[src/design/srrg_pkg.sv]
`timescale 1ns / 1ps
// Shared types and constants of the speed ramp reload generator.
// No dependencies; every other design file imports this package.
package srrg_pkg;

  localparam int unsigned SPEED_W  = 16;
  localparam int unsigned RELOAD_W = 32;
  localparam int unsigned DIVF_W   = 48;
  localparam int unsigned CFG_IDX_W = 1;
  localparam int unsigned CNT_W    = $clog2(DIVF_W);

  localparam logic [CFG_IDX_W-1:0] CFG_DIVISION_FACTOR = 1'd0;
  localparam logic [CFG_IDX_W-1:0] CFG_STEP_SIZE       = 1'd1;

  localparam logic [SPEED_W-1:0] STEP_SIZE_RESET = 16'd80;

  typedef enum logic [3:0] {
    ST_IDLE = 4'b0001,
    ST_SEL  = 4'b0010,
    ST_DIV  = 4'b0100,
    ST_PUT  = 4'b1000
  } state_e;

  // Controller to datapath
  typedef struct packed {
    logic load;      // capture a new target and set up the ramp
    logic sel;       // pick the next ramp speed and arm the divider
    logic div_step;  // one restoring-division step
    logic put;       // load the output register and advance
  } cmd_t;

  // Datapath to controller
  typedef struct packed {
    logic div_last;  // the current step is the final quotient bit
    logic out_free;  // output register can take a new item
    logic last_sel;  // selected speed is the final one of the ramp
  } status_t;

endpackage

[src/design/srrg_if.sv]
`timescale 1ns / 1ps
// Handshake channel interfaces: target input, result output, configuration writes.
// Depends on srrg_pkg for field widths.
interface srrg_in_if import srrg_pkg::*; ();
  logic               valid;
  logic               ready;
  logic [SPEED_W-1:0] target_speed;
  modport source (output valid, output target_speed, input ready);
  modport sink   (input valid, input target_speed, output ready);
endinterface

interface srrg_out_if import srrg_pkg::*; ();
  logic                valid;
  logic                ready;
  logic [RELOAD_W-1:0] reload_value;
  logic [SPEED_W-1:0]  ramp_speed;
  logic                last;
  modport source (output valid, output reload_value, output ramp_speed, output last,
                  input ready);
  modport sink   (input valid, input reload_value, input ramp_speed, input last,
                  output ready);
endinterface

interface srrg_cfg_if import srrg_pkg::*; ();
  logic                 valid;
  logic                 ready;
  logic [CFG_IDX_W-1:0] index;
  logic [DIVF_W-1:0]    data;
  modport source (output valid, output index, output data, input ready);
  modport sink   (input valid, input index, input data, output ready);
endinterface

[src/design/srrg_ctrl.sv]
`timescale 1ns / 1ps
// Sequencer of the ramp generator: select speed, divide, hand over the result.
// Depends on srrg_pkg.
module srrg_ctrl import srrg_pkg::*; (
  input  logic    clk_i,
  input  logic    rst_ni,
  input  logic    in_valid_i,
  output logic    in_ready_o,
  input  status_t status_i,
  output cmd_t    cmd_o
);

  state_e state_q, state_d;

  always_comb begin
    state_d  = state_q;
    cmd_o    = '0;
    unique case (state_q)
      ST_IDLE: begin
        if (in_valid_i) begin
          cmd_o.load = 1'b1;
          state_d    = ST_SEL;
        end
      end
      ST_SEL: begin
        cmd_o.sel = 1'b1;
        state_d   = ST_DIV;
      end
      ST_DIV: begin
        cmd_o.div_step = 1'b1;
        if (status_i.div_last) state_d = ST_PUT;
      end
      ST_PUT: begin
        // hold until the output register drains
        if (status_i.out_free) begin
          cmd_o.put = 1'b1;
          state_d   = status_i.last_sel ? ST_IDLE : ST_SEL;
        end
      end
      default: state_d = ST_IDLE;
    endcase
  end

  assign in_ready_o = (state_q == ST_IDLE);

  always_ff @(posedge clk_i or negedge rst_ni) begin
    if (!rst_ni) begin
      state_q <= ST_IDLE;
    end else begin
      state_q <= state_d;
    end
  end

endmodule

[src/design/srrg_dp.sv]
`timescale 1ns / 1ps
// Datapath: configuration registers, ramp stepping, restoring divider, output register.
// Depends on srrg_pkg.
module srrg_dp import srrg_pkg::*; #(
  parameter int unsigned MAX_RAMP_STEPS = 64
) (
  input  logic                 clk_i,
  input  logic                 rst_ni,
  input  cmd_t                 cmd_i,
  output status_t              status_o,
  input  logic [SPEED_W-1:0]   target_i,
  input  logic                 cfg_we_i,
  input  logic [CFG_IDX_W-1:0] cfg_index_i,
  input  logic [DIVF_W-1:0]    cfg_data_i,
  input  logic                 out_ready_i,
  output logic                 out_valid_o,
  output logic [RELOAD_W-1:0]  out_reload_o,
  output logic [SPEED_W-1:0]   out_speed_o,
  output logic                 out_last_o
);

  localparam int unsigned K_W   = $clog2(MAX_RAMP_STEPS + 1);
  localparam int unsigned ACC_W = SPEED_W + K_W;
  localparam logic [K_W-1:0] K_MAX = K_W'(MAX_RAMP_STEPS);

  logic [DIVF_W-1:0]   divf_q;
  logic [SPEED_W-1:0]  step_q;
  logic [SPEED_W-1:0]  prev_q, target_q, diff_q, spd_q;
  logic                ramp_q, up_q, last_q;
  logic [K_W-1:0]      k_q;
  logic [ACC_W-1:0]    acc_q;
  logic [SPEED_W-1:0]  rem_q;
  logic [DIVF_W-1:0]   quo_q;
  logic [CNT_W-1:0]    cnt_q;
  logic                out_valid_q, out_last_q;
  logic [RELOAD_W-1:0] out_reload_q;
  logic [SPEED_W-1:0]  out_speed_q;

  logic [SPEED_W-1:0]  step_eff;
  logic [SPEED_W:0]    prev_plus;
  logic                up, down, is_mid;
  logic [SPEED_W-1:0]  mid_spd;
  logic [SPEED_W:0]    rem_sh, rem_sub;
  logic                fits;
  logic [RELOAD_W-1:0] reload;

  always_comb begin
    step_eff  = (step_q == '0) ? SPEED_W'(1) : step_q;
    prev_plus = {1'b0, prev_q} + {1'b0, step_eff};
    up        = {1'b0, target_i} > prev_plus;
    down      = (prev_q > step_eff) && (target_i < (prev_q - step_eff));
    // another intermediate speed while k*step < |diff| and k below the cap
    is_mid    = ramp_q && (acc_q < {{K_W{1'b0}}, diff_q}) && (k_q < K_MAX);
    mid_spd   = up_q ? (prev_q + acc_q[SPEED_W-1:0]) : (prev_q - acc_q[SPEED_W-1:0]);
    rem_sh    = {rem_q, quo_q[DIVF_W-1]};
    rem_sub   = rem_sh - {1'b0, spd_q};
    fits      = (rem_sh >= {1'b0, spd_q});
    if (spd_q == '0) begin
      reload = '0;
    end else if (quo_q[DIVF_W-1:RELOAD_W] != '0) begin
      reload = '1;
    end else begin
      reload = quo_q[RELOAD_W-1:0];
    end
  end

  assign status_o.div_last = (cnt_q == CNT_W'(DIVF_W - 1));
  assign status_o.out_free = !out_valid_q || out_ready_i;
  assign status_o.last_sel = last_q;

  // Configuration and control state
  always_ff @(posedge clk_i or negedge rst_ni) begin
    if (!rst_ni) begin
      divf_q      <= '0;
      step_q      <= STEP_SIZE_RESET;
      prev_q      <= '0;
      out_valid_q <= 1'b0;
    end else begin
      if (cfg_we_i && (cfg_index_i == CFG_DIVISION_FACTOR)) divf_q <= cfg_data_i;
      if (cfg_we_i && (cfg_index_i == CFG_STEP_SIZE))       step_q <= cfg_data_i[SPEED_W-1:0];
      if (cmd_i.put && last_q) prev_q <= target_q;
      if (cmd_i.put) begin
        out_valid_q <= 1'b1;
      end else if (out_ready_i) begin
        out_valid_q <= 1'b0;
      end
    end
  end

  // Ramp and divider payload
  always_ff @(posedge clk_i) begin
    if (cmd_i.load) begin
      target_q <= target_i;
      ramp_q   <= up || down;
      up_q     <= up;
      diff_q   <= up ? (target_i - prev_q) : (prev_q - target_i);
      k_q      <= K_W'(1);
      acc_q    <= {{K_W{1'b0}}, step_eff};
    end
    if (cmd_i.sel) begin
      spd_q  <= is_mid ? mid_spd : target_q;
      last_q <= !is_mid;
      rem_q  <= '0;
      quo_q  <= divf_q;
      cnt_q  <= '0;
    end
    if (cmd_i.div_step) begin
      rem_q <= fits ? rem_sub[SPEED_W-1:0] : rem_sh[SPEED_W-1:0];
      quo_q <= {quo_q[DIVF_W-2:0], fits};
      cnt_q <= cnt_q + CNT_W'(1);
    end
    if (cmd_i.put) begin
      out_reload_q <= reload;
      out_speed_q  <= spd_q;
      out_last_q   <= last_q;
      if (!last_q) begin
        k_q   <= k_q + K_W'(1);
        acc_q <= acc_q + {{K_W{1'b0}}, step_eff};
      end
    end
  end

  assign out_valid_o  = out_valid_q;
  assign out_reload_o = out_reload_q;
  assign out_speed_o  = out_speed_q;
  assign out_last_o   = out_last_q;

endmodule

[src/design/speed_ramp_reload_generator_core.sv]
`timescale 1ns / 1ps
// Top level of the speed ramp reload generator: controller plus datapath.
// Depends on srrg_pkg, srrg_if, srrg_ctrl and srrg_dp.
//
//   channel  direction  payload                               moves per item
//   in_i     sink       target_speed                           one
//   out_o    source     reload_value, ramp_speed, last         1 .. MAX_RAMP_STEPS
//   cfg_i    sink       index (0 division_factor, 1 step_size), data   any, while idle
//
// Sequence: each result takes a speed pick, a bit-serial 48/16 restoring
//   division and a hand-over; the item itself is taken first, in idle, and
//   its results then follow one after another.
// The shared one-bit-per-cycle divider takes most of the time of each result.
// Reset: asynchronous, active low; clears the state machine, previous speed,
//   output valid and the configuration registers (division_factor 0, step_size 80).
// Stalls: a result waits in the output register; the divider runs ahead on the
//   next speed and holds its quotient until that register frees up. After the
//   final result is loaded the next item is taken while it still waits.
module speed_ramp_reload_generator_core import srrg_pkg::*; #(
  parameter int unsigned MAX_RAMP_STEPS = 64
) (
  input  logic       clk_i,
  input  logic       rst_ni,
  srrg_in_if.sink    in_i,
  srrg_out_if.source out_o,
  srrg_cfg_if.sink   cfg_i
);

  cmd_t    cmd;
  status_t status;
  logic    in_ready;

  // Configuration is always taken and lands at once; write it only while idle.
  assign cfg_i.ready = 1'b1;
  assign in_i.ready  = in_ready;

  srrg_ctrl u_ctrl (
    .clk_i      (clk_i),
    .rst_ni     (rst_ni),
    .in_valid_i (in_i.valid),
    .in_ready_o (in_ready),
    .status_i   (status),
    .cmd_o      (cmd)
  );

  srrg_dp #(
    .MAX_RAMP_STEPS (MAX_RAMP_STEPS)
  ) u_dp (
    .clk_i        (clk_i),
    .rst_ni       (rst_ni),
    .cmd_i        (cmd),
    .status_o     (status),
    .target_i     (in_i.target_speed),
    .cfg_we_i     (cfg_i.valid),
    .cfg_index_i  (cfg_i.index),
    .cfg_data_i   (cfg_i.data),
    .out_ready_i  (out_o.ready),
    .out_valid_o  (out_o.valid),
    .out_reload_o (out_o.reload_value),
    .out_speed_o  (out_o.ramp_speed),
    .out_last_o   (out_o.last)
  );

endmodule

[src/flat_wrapper.sv]
// flat-port wrapper written by rule: the top's interface ports become plain ports
module speed_ramp_reload_generator_core_flat import srrg_pkg::*;
#(
  parameter int unsigned MAX_RAMP_STEPS = 64
)
  (clk_i, rst_ni, in_i_valid, in_i_target_speed, in_i_ready, out_o_valid, out_o_reload_value, out_o_ramp_speed, out_o_last, out_o_ready, cfg_i_valid, cfg_i_index, cfg_i_data, cfg_i_ready);
  srrg_in_if in_i_i ();
  srrg_out_if out_o_i ();
  srrg_cfg_if cfg_i_i ();
  input  logic clk_i;
  input  logic rst_ni;
  input wire logic [$bits(in_i_i.valid)-1:0] in_i_valid;
  input wire logic [$bits(in_i_i.target_speed)-1:0] in_i_target_speed;
  output wire logic [$bits(in_i_i.ready)-1:0] in_i_ready;
  output wire logic [$bits(out_o_i.valid)-1:0] out_o_valid;
  output wire logic [$bits(out_o_i.reload_value)-1:0] out_o_reload_value;
  output wire logic [$bits(out_o_i.ramp_speed)-1:0] out_o_ramp_speed;
  output wire logic [$bits(out_o_i.last)-1:0] out_o_last;
  input wire logic [$bits(out_o_i.ready)-1:0] out_o_ready;
  input wire logic [$bits(cfg_i_i.valid)-1:0] cfg_i_valid;
  input wire logic [$bits(cfg_i_i.index)-1:0] cfg_i_index;
  input wire logic [$bits(cfg_i_i.data)-1:0] cfg_i_data;
  output wire logic [$bits(cfg_i_i.ready)-1:0] cfg_i_ready;
  assign in_i_i.valid = in_i_valid;
  assign in_i_i.target_speed = in_i_target_speed;
  assign in_i_ready = in_i_i.ready;
  assign out_o_valid = out_o_i.valid;
  assign out_o_reload_value = out_o_i.reload_value;
  assign out_o_ramp_speed = out_o_i.ramp_speed;
  assign out_o_last = out_o_i.last;
  assign out_o_i.ready = out_o_ready;
  assign cfg_i_i.valid = cfg_i_valid;
  assign cfg_i_i.index = cfg_i_index;
  assign cfg_i_i.data = cfg_i_data;
  assign cfg_i_ready = cfg_i_i.ready;
  speed_ramp_reload_generator_core #(.MAX_RAMP_STEPS(MAX_RAMP_STEPS)) u_core (.clk_i(clk_i), .rst_ni(rst_ni), .in_i(in_i_i), .out_o(out_o_i), .cfg_i(cfg_i_i));
endmodule
[config.mk]
export PLATFORM = sky130hd
export DESIGN_NAME = speed_ramp_reload_generator_core_flat
export DESIGN_NICKNAME = d
export VERILOG_FILES = /design/src/design/srrg_pkg.sv /design/src/design/srrg_if.sv /design/src/design/srrg_ctrl.sv /design/src/design/srrg_dp.sv /design/src/design/speed_ramp_reload_generator_core.sv /design/src/flat_wrapper.sv
export SDC_FILE = /design/constraint.sdc
export NUM_CORES = 1
export LEC_CHECK = 0
export ABC_CLOCK_PERIOD_IN_PS = 13170
export BUFFER_PORTS_ARGS = -buffer_cell sky130_fd_sc_hd__buf_4
export CORE_UTILIZATION = 35
export DETAILED_ROUTE_END_ITERATION = 8
export PLACE_DENSITY_LB_ADDON = 0.1
export SKIP_CTS_REPAIR_TIMING = 1
export SLEW_MARGIN = 20
export SYNTH_ARGS = -nofsm -noshare
export SYNTH_HDL_FRONTEND = slang
export SYNTH_SLANG_ARGS = --single-unit
[constraint.sdc]
create_clock -name clk_i -period 13.17 [get_ports clk_i]
set_input_delay 1.9755 -clock clk_i [delete_from_list [all_inputs] [get_ports clk_i]]
set_output_delay 1.9755 -clock clk_i [all_outputs]
set_load 0.01 [all_outputs]
==> summary.txt <==
Outcome
  • Status: finished, final reports clean

Synth
  • Synth Area per Inst: approximately 10 sq um
  • Synth top area cells: edfxtp_1 29%, dfrtp_1 12%, ha_1 12%
  • Mapped Cells: about 1,700
  • Synthesized area: 0.0175 sq mm
  • Ys async rst share: roughly 30%
  • Yosys warns: 0
  • Synth Register Bits: approximately 290
  • Synth cell types: 73
  • Post-Syn Nets: a little under 2,000
  • Area leader, netlist: edfxtp_1
  • Top_reg_cell synth: edfxtp_1
  • Post-synthesis sequential area ratio: approximately 45%
  • Post-synth top area share: between 20% and 30%
  • EDFF count, synth: 170

Placement
  • Final GP Congestion: 0.898
  • DP Wirelength: between 30,000 and 40,000 microns
  • Placement Cell Area: ~0.019 sq mm
  • Port-buffer cells: 120
  • DP Cell Count: 2,414

Route
  • Via count: approximately 13,000
  • Remaining antenna violation count: 0
  • Residual DRC count: 0
  • Initial DRT Pass Iterations: 5
  • Via-to-Cell Ratio: ~5.2
  • Wire per inst: 19.7 microns
  • DR iter-0 viols: ~800
  • Overall routed net length: about 49,000 microns

Worst hold path
  • HP Class: reg -> reg

Critical path
  • CP top delay family: compound AO/OA/AOI/OAI gates
  • Critical Path, Cell by Cell: nor4_1, a41o_1, ha_1, fa_1, nor2b_1, o31ai_2, o32ai_2, o21bai_1, o41ai_2, nor2_1, xnor2_1, ha_1, nand3_1, nor4_1, o31ai_1, a31o_2, a21o_1, o41ai_2, buf_4, mux2_1, xor2_1
  • Bufs and invs on worst path: 1
  • Critical Path Source Type: flop
  • CP Data Arrival Time: 5780 ps
  • Worst-path fanout max: 17
  • Crit end category: flop
  • CP peak stage delay: between 500 and 600 ps
  • Crit path required time: approximately 13,000 ps
  • Slowest-stage cell, CP: dfstp_2
  • Critical path type: reg -> reg

Cells and area
  • Final net count: between 2,000 and 2,500
  • ANT cells: 0
  • Commonest non-fill, non-tap cell in the layout: nand2_1
  • Fin area: ~0.02 sq mm
  • Share of layout cells above drive strength 1: approximately 17%
  • Area growth from synthesis to layout: 15.8%
  • Util after Layout: between 40% and 50%
  • Highest-count cells in the layout ignoring fill and taps: 201 x nand2_1, 170 x edfxtp_1, 161 x ha_1
  • Fin cells: roughly 2,500

Die
  • Die span in x: 226 microns
  • Die H: 226 microns
  • Row cnt: 81
  • I/O pin count: roughly 120
  • Core box area: 0.0492 sq mm
  • Die area: about 0.051 sq mm
  • Starting Density: between 30% and 40%

Pwr
  • P per Cell Area: ~230 mW/mm^2
  • Final Total Pwr: between 4 and 5 mW
  • Net switching power figure: between 1.5 and 2 mW
  • Comb power frac: 47.4%
  • Part of the power in registers: between 30% and 40%
  • Leak: roughly 8.6 nW
  • Switching part of the total: roughly two fifths
  • Internal: approximately 2.8 mW
  • Highest ir drop seen on vdd: between 0.0001 and 0.00015 V
  • Clock power share: between 20% and 30%

Global routing
  • First-pass GRT wire length: roughly 76,000 microns
  • Initial antenna violation count: 1
  • Grt ovf: 0
  • Largest net degree at the start of global routing: 71
  • Total GRT Usage: about a fifth
  • Vias in the first global route: between 10,000 and 15,000

Timing
  • Final setup vio count: 0
  • Final max-slew violation count: 0
  • Max Fclk: 0.182 GHz
  • Final hold vios: 0
  • RSZ-0062 raised after global routing: false
  • Clock Skew: roughly 21 ps
  • Crit share post-route: between 40% and 50%
  • Final Critical Period: between 5000 and 6000 ps
  • Worst-Margin Slew: ~1000 ps
  • Setup TNS: 0 ps
  • Relative slew margins: between 30% and 40%

Job
  • Max cap viols: 0

CTS
  • Clock Path Buffers: 3
  • Clk slew on worst S/H paths: 60 ps
  • CTS H-Tree Depth: 2
  • Total CTS buffers: 37
  • CTS tree: done
  • Root buffer selected by CTS: clkbuf_16
  • Clk_lat worst skew: approximately 570 ps
  • Clk sinks: approximately 290
-- through the flow --
stage               hold WS, ps  worst slack (ps)
global placement            461              7800
detailed placement          461              7730
CTS                         475              7670
finish                      470              7690
floorplan                   435              8410
global route                501              7230
-- cell type report --
cell class,count,area (sq um)
Clock buffer,56,1100
Fill cell,4810,28900
Multi-Input combinational cell,1223,8960
Clock inverter,12,110
Inverter,110,413
Sequential cell,285,7840
Tap cell,664,831
Timing Repair Buffer,132,991
-- flip-flops by register name, indices dropped and copies added, names as in the netlist --
| register | cells |
|---|---|
| u_core.u_dp.out_valid_o | 1 |
| u_core.u_dp.out_reload_o | 32 |
| u_core.u_dp.rem_q | 16 |
| u_core.u_dp.ramp_q | 1 |
| u_core.u_dp.cnt_q | 6 |
| u_core.u_ctrl.state_q | 4 |
| u_core.u_dp.acc_q | 23 |
| u_core.u_dp.out_speed_o | 16 |
| u_core.u_dp.last_q | 1 |
| u_core.u_dp.prev_q | 16 |
| u_core.u_dp.spd_q | 16 |
| u_core.u_dp.quo_q | 48 |
| u_core.u_dp.up_q | 1 |
| u_core.u_dp.out_last_o | 1 |
| u_core.u_dp.divf_q | 48 |
| u_core.u_dp.k_q | 7 |
| u_core.u_dp.target_q | 16 |
| u_core.u_dp.step_q | 16 |
| u_core.u_dp.diff_q | 16 |
-- cell families after synthesis --
family                   count (synthesis)  synth area share, %
AND/OR/NAND/NOR                        491                 13.0
adder cells (fa/ha/maj)                168                 12.3
AO/OA/AOI/OAI                          351                 13.5
buffers and inverters                  184                 4.11
XOR/XNOR                                93                 4.66
flip-flops                             285                 44.8
multiplexers                           119                 7.53
other                                    1               0.0214
-- metal layers --
metal | part of all wire, % | GRT usage, %
met5 | 0.023 | 0
met4 | 2.9 | 7.13
met3 | 4.1 | 2.78
met2 | 47 | 31.9
met1 | 46 | 26.3
-- power by group through the flow --
stage                     clock network [mW]  logic (mW)  registers, mW
after CTS                               1.04        2.22           1.46
after global routing                    1.07        2.48           1.48
final                                   1.00        2.22           1.45
after detailed placement                   0        2.20           1.47
after floorplan                            0        1.70           1.36
after global placement                     0        2.19           1.47
-- synthesized netlist by cell type, types with 6 or more instances --
library cell / count
o211ai_1: 8
o21bai_1: 9
fa_1: 7
nand3_1: 43
mux2_2: 99
ha_1: 161
a22oi_1: 11
nor3_1: 27
dfrtp_1: 82
edfxtp_1: 170
and2_1: 10
buf_1: 7
nand2_1: 203
a21oi_1: 78
inv_1: 109
o21a_1: 46
a211oi_1: 6
mux2i_1: 19
nand4_1: 17
dfxtp_1: 30
o21ai_0: 61
o31ai_1: 7
a31oi_1: 6
clkbuf_1: 61
xor2_1: 40
and3_1: 6
nor2_1: 92
nand2b_1: 21
xnor2_1: 53
o21ai_1: 10
nor4_1: 21
or3_1: 15
and4_1: 6
a21o_1: 44
nor2b_1: 17
a31o_2: 7
-- final timing paths --
check | slack [ps] | to | depth (start not counted) | start
setup / recovery | 7690 | u_core.u_dp.diff_q[4]$_DFFE_PP_ | 21 | u_core.u_dp.step_q[6]$_DFFE_PN1P_
hold / removal | 470 | u_core.u_dp.k_q[3]$_DFF_P_ | 1 | u_core.u_dp.k_q[3]$_DFF_P_
setup reg to reg | 7690 | u_core.u_dp.diff_q[4]$_DFFE_PP_ | 21 | u_core.u_dp.step_q[6]$_DFFE_PN1P_
hold reg to reg | 470 | u_core.u_dp.k_q[3]$_DFF_P_ | 1 | u_core.u_dp.k_q[3]$_DFF_P_
max in group asynchronous | 10560 | u_core.u_dp.divf_q[28]$_DFFE_PN0P_ | 2 | rst_ni
min in group asynchronous | 1350 | u_core.u_dp.prev_q[10]$_DFFE_PN0P_ | 1 | rst_ni
No activity file was read; power rests on OpenSTA's default activity.
